File: src/pci_pkg.sv
// ----------------------------------------------------------------------------
// pci_pkg: shared types and constants of the palette colour indexer
// Holds the palette geometry and the probe and write word types of the cell row.
// ----------------------------------------------------------------------------
package pci_pkg;

  localparam int PALETTE_ENTRIES = 255;              // index 0 reserved
  localparam int NUM_CELLS       = PALETTE_ENTRIES - 1;
  localparam int IDX_W           = 8;
  localparam int RGB_W           = 24;
  localparam int THR_W           = 8;

  localparam logic [IDX_W-1:0] IDX_TRANSPARENT = 8'h00;
  localparam logic [IDX_W-1:0] IDX_FULL        = 8'hFF;
  localparam logic [THR_W-1:0] THRESHOLD_RESET = 8'h7F;
  localparam logic [IDX_W-1:0] COUNT_RESET     = 8'h01;
  localparam logic [IDX_W-1:0] COUNT_LIMIT     = IDX_W'(PALETTE_ENTRIES);

  // Colour probe walking down the row of cells
  typedef struct packed {
    logic             vld;
    logic [RGB_W-1:0] rgb;
    logic             hit;
    logic [IDX_W-1:0] idx;
  } probe_t;

  // Broadcast write of a new palette entry
  typedef struct packed {
    logic             en;
    logic [IDX_W-1:0] idx;
    logic [RGB_W-1:0] rgb;
  } wr_t;

endpackage

File: src/pci_cell.sv
// ----------------------------------------------------------------------------
// pci_cell: one palette entry of the indexer row
// Stores one RGB entry, compares the passing probe and hands it on.
// ----------------------------------------------------------------------------
module pci_cell
  import pci_pkg::*;
(
  input  logic             clk,
  input  logic             rst_n,
  input  logic [IDX_W-1:0] cell_idx,   // fixed palette index of this cell
  input  logic [IDX_W-1:0] count,      // next free palette index
  input  wr_t              wr,
  input  probe_t           probe_in,
  output probe_t           probe_out
);

  logic [RGB_W-1:0] entry_r;
  probe_t           probe_r;
  logic             in_use;
  logic             match;

  assign in_use    = (cell_idx < count);
  assign match     = probe_in.vld && in_use && (entry_r == probe_in.rgb);
  assign probe_out = probe_r;

  always_ff @(posedge clk) begin
    if (!rst_n) begin
      probe_r.vld <= 1'b0;
    end else begin
      probe_r.vld <= probe_in.vld;
    end
    probe_r.rgb <= probe_in.rgb;
    probe_r.hit <= probe_in.hit | match;
    probe_r.idx <= match ? cell_idx : probe_in.idx;
    if (wr.en && (wr.idx == cell_idx)) begin
      entry_r <= wr.rgb;
    end
  end

endmodule
File: config.mk
export PLATFORM = sky130hd
export DESIGN_NAME = pci_cell
export DESIGN_NICKNAME = d
export VERILOG_FILES = /design/src/pci_pkg.sv /design/src/pci_cell.sv
export SDC_FILE = /design/constraint.sdc
export NUM_CORES = 1
export LEC_CHECK = 0
export ABC_AREA = 1
export BUFFER_PORTS_ARGS = -buffer_cell sky130_fd_sc_hd__buf_4
export CORE_MARGIN = 2
export CORE_UTILIZATION = 25
export CTS_CLUSTER_DIAMETER = 150
export DETAILED_ROUTE_END_ITERATION = 12
export PLACE_DENSITY = 0.48
export SLEW_MARGIN = 30
export SYNTH_ARGS = -nofsm -noshare
export SYNTH_HDL_FRONTEND = slang
export SYNTH_SLANG_ARGS = --single-unit
File: constraint.sdc
create_clock -name clk -period 5.5 [get_ports clk]
set_input_delay 1.1 -clock clk [delete_from_list [all_inputs] [get_ports clk]]
set_output_delay 1.1 -clock clk [all_outputs]
set_load 0.005 [all_outputs]
==> impl_metrics.ini, run 1 <==
[global_route]
grt_pass1_wl_um = 9949
grt_util_all_layers_pct = 11.75
grt_pass1_vias = 2201
grt_max_degree = 25
grt-ovfl-total = 0
antenna_found_initial = 0

[timing]
hold_viol = 0
min_period_ns = 2.146
max_slew_margin_pct = 75.74
rsz0062_at_grt = no
fin_ws_ns = 3.354
clock_skew_ns = 0.007399
drv_slew = 0
worst_pin_slew_ns = 0.3639
fmax_ghz = 0.4660
timing.final.crit_share_pct = 39.02
finalSetupTns_ns = 0
final-setup-viol-count = 0
fin_hold_ws_ns = 0.8413

[final_layout]
drive_gt1_share_pct = 31.53
post-route-util_pct = 37.89
area_delta_synth_final_pct = 48.94
antenna_cells = 0
nets = 550
finalInstanceArea_sq_mm = 0.003876

[logic_synthesis]
synth_cells = 328
synth.distinct_cells = 20
synth_area_sq_mm = 0.002602
yosysSeqAreaShare_pct = 53.85
yosysWarningCount = 0
ys_ff_latch = 58
avgSynthCellArea_sq_um = 7.934
syn_nets = 420

[setup_path]
slowest_delay_ns = 0.30
end_kind = flip-flop
r2r-start = entry_r[13]$_DFFE_PP_
cp_top_family = simple AND/OR/NAND/NOR gates
crit_top_cell = nand2_1
worst-path-buf-inv = 1
worstPathArrival_ns = 2.37
critPathMaxFanout = 9
r2r-end = probe_out[7]$_DFF_P_
r2r_cells = 10
required_ns = 5.73
cpMaxStageDelayCell = ha_1
rrSetupSlack_ns = 4.09
startpoint_type = input pin
path_cells = buf_4 -> ha_1 -> nand2_1 -> nand2_1 -> nor2_1 -> nand2_1 -> nor2_1 -> nand2_1 -> nor2_1 -> nand2_2 -> nand2_1 -> nand2_1
crit_type = in2reg

[route]
drtIter0Drc = 59
drc = 0
route.vias.total = 2329
wl_per_cell_um = 10.91
ant_nets = 0
dr.pass1.iters = 4
detail_route.vias_per_cell = 3.888
wl_um = 6535

[placed_design]
place_congestion = 0.8031
dp_slack_ns = 2.994
hpwl_um = 5283
numPortBuffers = 118
placed_area_sq_mm = 0.003671

[floorplan]
dieArea_sq_mm = 0.01124
die_y_um = 106.0
fp.coreArea_sq_mm = 0.01023
die_w_um = 106.0
num_rows = 37
ioPinCount = 119
start_util_pct = 25.44

[clock_network]
clock_sinks = 58
clock-root-buffer = clkbuf_8
clkSlewWorstSetupHoldPaths_ns = 0.07
cts_resized = 0
clockBufferDepth = 2
post_cts_buffers = 0
holdBufCountCts = 0
cts_buffers = 9
cts_tree = yes
clock_latency_ns = 0.33
h-tree-depth = 3

[flow_run]
cap_violations = 0

[status]
status = finished clean

[pwr]
ir_drop_uv = 122.0
p_leak_nw = 2.094
power.density_mw_per_mm2 = 255.9

[worst_hold_path]
hold-path-endpoint = probe_out[5]$_DFF_P_
min_path_type = reg2reg
whs_path_depth = 7
min_from = entry_r[18]$_DFFE_PP_
==> routing by layer <==
metal  global-route usage, %  vias to the layer above  wire (um)
met5                       0                        -          0
met4                   4.887                        0        110
met3                   4.292                        8        480
met2                   19.49                       75       3165
met1                   13.71                     1006       2778
li1                        -                     1240          -
==> flip-flops by register name (all words and copies together) (netlist names) <==
| name | count |
|---|---|
| entry_r | 24 |
| probe_out | 34 |
==> how the worst max path moves through the flow <==
stage | start | to | slack, ns | depth (start not counted)
final | cell_idx[7] | probe_out[7]$_DFF_P_ | 3.35 | 12
after floorplan | cell_idx[5] | entry_r[0]$_DFFE_PP_ | 1.89 | 3
after global routing | cell_idx[7] | probe_out[4]$_DFF_P_ | 3.18 | 12
after detailed placement | cell_idx[7] | probe_out[2]$_DFF_P_ | 2.99 | 12
after CTS | cell_idx[7] | probe_out[2]$_DFF_P_ | 3.35 | 12
after global placement | cell_idx[7] | probe_out[3]$_DFF_P_ | 3.03 | 12
==> logic make-up after synthesis <==
logic type / share of synthesized area [%]
and+or+nand+nor: 30.29
buffers and inverters: 8.943
DFF: 53.85
xor gates and xnor gates: 3.366
adders and majority gates: 3.365
AOI/OAI and AO/OA: 0.1921
==> placed cells by master, fill, tap and decap left out, types with 2 or more instances in the layout <==
cell	n
nand2_1	141
buf_4	119
inv_1	57
dfxtp_1	34
nor2_1	26
edfxtp_1	24
nand3_1	11
clkbuf_8	11
xnor2_1	9
ha_1	7
inv_2	5
nand4_1	3
nand2_2	2
clkinvlp_4	2
==> layout make-up <==
type,count,area [sq um]
Clock buffer,12,155.1
Clock inverter,4,50.05
Fill cell,1061,6355
Inverter,62,232.7
Multi-Input combinational cell,208,973.4
Sequential cell,58,1401
Tap cell,136,170.2
Timing Repair Buffer,119,893.4
==> cells in the mapped netlist <==
cell type | instances | area share (%)
nor3b_1 | 1 | 0.29
nor2_8 | 1 | 0.77
nand2_2 | 2 | 0.48
edfxtp_1 | 24 | 28
xnor2_1 | 9 | 3.0
nor2_1 | 26 | 3.7
nand4_1 | 3 | 0.72
nor2_4 | 1 | 0.43
nand3_4 | 1 | 0.67
ha_1 | 7 | 3.4
nand3_1 | 11 | 2.1
inv_2 | 5 | 0.72
and2_1 | 1 | 0.24
a21oi_1 | 1 | 0.19
dfxtp_1 | 34 | 26
inv_1 | 57 | 8.2
nor2_2 | 1 | 0.24
and3_1 | 1 | 0.24
nand2_1 | 141 | 20
xor2_1 | 1 | 0.34
==> per-stage QoR <==
step                      total power, W  cells
final                          0.0009918    599
after global placement         0.0006004    583
after detailed placement       0.0006018    583
after CTS                       0.001009    599
after floorplan                0.0005184    328
after global routing            0.001045    599
==> tightest hold or removal path, cell delays in order (launching register included) <==
cell and delay (ns):
edfxtp_1 0.34, nand2_1 0.07, nand2_1 0.06, nor2_1 0.06, nand3_4 0.10, nor2_8 0.05
nand3_1 0.06, nand2_1 0.05
==> power by group <==
part           switching [W]  leakage [nW]  internal [W]
Clock               0.000168        0.0986      0.000233
Sequential        0.00000382         0.502      0.000461
Combinational      0.0000515          1.49     0.0000734
Note: power is estimated with default switching activity, not from simulation.
==> run 2: changes to the inputs <==
Settings changed: PLACE_DENSITY 0.48 to 0.5.
Clock period 5.5 ns to 1.8 ns, I/O delays scaled along.
==> impl_metrics.ini, run 2 (synthesis gave the netlist of run 1 again) <==
[timing]
worst_pin_slew_ns = 0.2325
final-setup-viol-count = 0
finalSetupTns_ns = 0
hold_viol = 0
rsz0062_at_grt = no
max_slew_margin_pct = 84.45
clock_skew_ns = 0.01060
timing.final.crit_share_pct = 80.12
min_period_ns = 1.442
fin_ws_ns = 0.3578
fin_hold_ws_ns = 0.1391
fmax_ghz = 0.6934
drv_slew = 0

[clock_network]
post_cts_buffers = 0
clock_sinks = 58
clockBufferDepth = 2
holdBufCountCts = 0
clock-root-buffer = clkbuf_8
cts_resized = 0
clkSlewWorstSetupHoldPaths_ns = 0.07
h-tree-depth = 3
cts_buffers = 9
clock_latency_ns = 0.34
cts_tree = yes

[final_layout]
largest_reg_flops = 34
fill_cells = 1042
antenna_cells = 0
register_area_sq_mm = 0.001401
multi_input_area_sq_um = 979.7
finalInstanceArea_sq_mm = 0.003924
final_cell_mix = nand2_1 (141), buf_4 (118), inv_1 (57)
layout_commonest_cell = nand2_1
nets = 550
drive_gt1_share_pct = 31.32
area_delta_synth_final_pct = 50.77
final_cells = 599

[placed_design]
hpwl_um = 5410
dp_cells = 583
dp_slack_ns = 0.03866
place_congestion = 0.7574
placed_area_sq_mm = 0.003690
numPortBuffers = 118

[route]
ant_nets = 0
wl_um = 6649
dr.pass1.iters = 4
route.vias.total = 2267
detail_route.vias_per_cell = 3.785
drtIter0Drc = 53
drc = 0
wl_per_cell_um = 11.10

[flow_run]
cap_violations = 0

[setup_path]
rrSetupSlack_ns = 0.36
worstPathArrival_ns = 1.67
cp-endpoint = probe_out[6]$_DFF_P_
crit_path_start = entry_r[13]$_DFFE_PP_
worst-path-buf-inv = 1
slowest_delay_ns = 0.40
cp_top_family = simple AND/OR/NAND/NOR gates
r2r_cells = 10
end_kind = flip-flop
required_ns = 2.02
r2r-end = probe_out[6]$_DFF_P_
r2r-start = entry_r[13]$_DFFE_PP_
crit_type = reg2reg
cpMaxStageDelayCell = edfxtp_1
cp_num_cells = 10
startpoint_type = flip-flop
path_cells = inv_1 -> nand2_1 -> nand2_1 -> nand2_1 -> nor2_1 -> nand3_1 -> nor2_1 -> nand2_2 -> nand2_1 -> nand2_1
critPathMaxFanout = 9
crit_top_cell = nand2_1

[pwr]
power.density_mw_per_mm2 = 824.9
ir_drop_uv = 364.1
p_leak_nw = 2.121
power.clock.fraction_pct = 44.2
intPower_w = 0.002553
combPwrFrac_pct = 11.9
p_sw_share_pct = 21.11
power_frac_seq_pct = 43.9
total_switching_power_w = 0.0006834

[floorplan]
die_w_um = 106.0
num_rows = 37
dieArea_sq_mm = 0.01124
die_y_um = 106.0
ioPinCount = 119
start_util_pct = 25.44
fp.coreArea_sq_mm = 0.01023

[global_route]
grt_max_degree = 25
grt-ovfl-total = 0
grt_util_all_layers_pct = 12.37
antenna_found_initial = 0
grt_pass1_vias = 2236
grt_pass1_wl_um = 10450

[status]
status = finished clean

[worst_hold_path]
min_path_type = in2reg
## run 2: how the worst min path moves through the flow
stage / cells past startpoint / endpoint / from / slack, ns
final: 1 / probe_out[11]$_DFF_P_ / probe_in[11] / 0.14
after global routing: 1 / probe_out[28]$_DFF_P_ / probe_in[28] / 0.12
after CTS: 1 / probe_out[11]$_DFF_P_ / probe_in[11] / 0.12
after detailed placement: 1 / probe_out[28]$_DFF_P_ / probe_in[28] / 0.48
after global placement: 1 / probe_out[26]$_DFF_P_ / probe_in[26] / 0.48
after floorplan: 0 / probe_out[10]$_DFF_P_ / probe_in[10] / 0.39
## run 2: area by class of cell
class	count	share of cell area (%)
inverter	62	5.931
sequential	58	35.71
tap	136	4.337
timing repair buffer	119	23.09
multi-input combinational	208	24.97
clock inverter	5	2.615
clock buffer	11	3.348
## run 2: per-layer routing
layer | track usage [%] | wire [um] | up-vias
li1 | - | - | 1240
met1 | 14.62 | 2851 | 953
met2 | 20.60 | 3265 | 62
met3 | 3.985 | 404 | 12
met4 | 5.357 | 128 | 0
met5 | 0 | 0 | -
## run 2: worst register-to-register path, stage by stage (launching register included)
cell and delay (ns):
edfxtp_1 0.40, inv_1 0.09, nand2_1 0.05, nand2_1 0.05, nand2_1 0.06, nor2_1 0.19, nand3_1 0.10, nor2_1 0.13
nand2_2 0.13, nand2_1 0.09, nand2_1 0.05
## run 2: power by group through the flow
stage	registers, W	clock network (W)	logic [W]
final	0.00142	0.00143	0.000385
after global routing	0.00142	0.00155	0.000432
after CTS	0.00142	0.00149	0.000392
after detailed placement	0.00145	0	0.000391
after global placement	0.00145	0	0.000385
after floorplan	0.00146	0	0.000130
## run 2: through the flow
stage	utilization, %	total power, W
2_1_floorplan	-	0.001586
3_3_place_gp	36.06	0.001836
3_5_place_dp	36.06	0.001841
4_1_cts	38.35	0.003302
5_1_grt	38.35	0.003403
6_report	38.35	0.003237
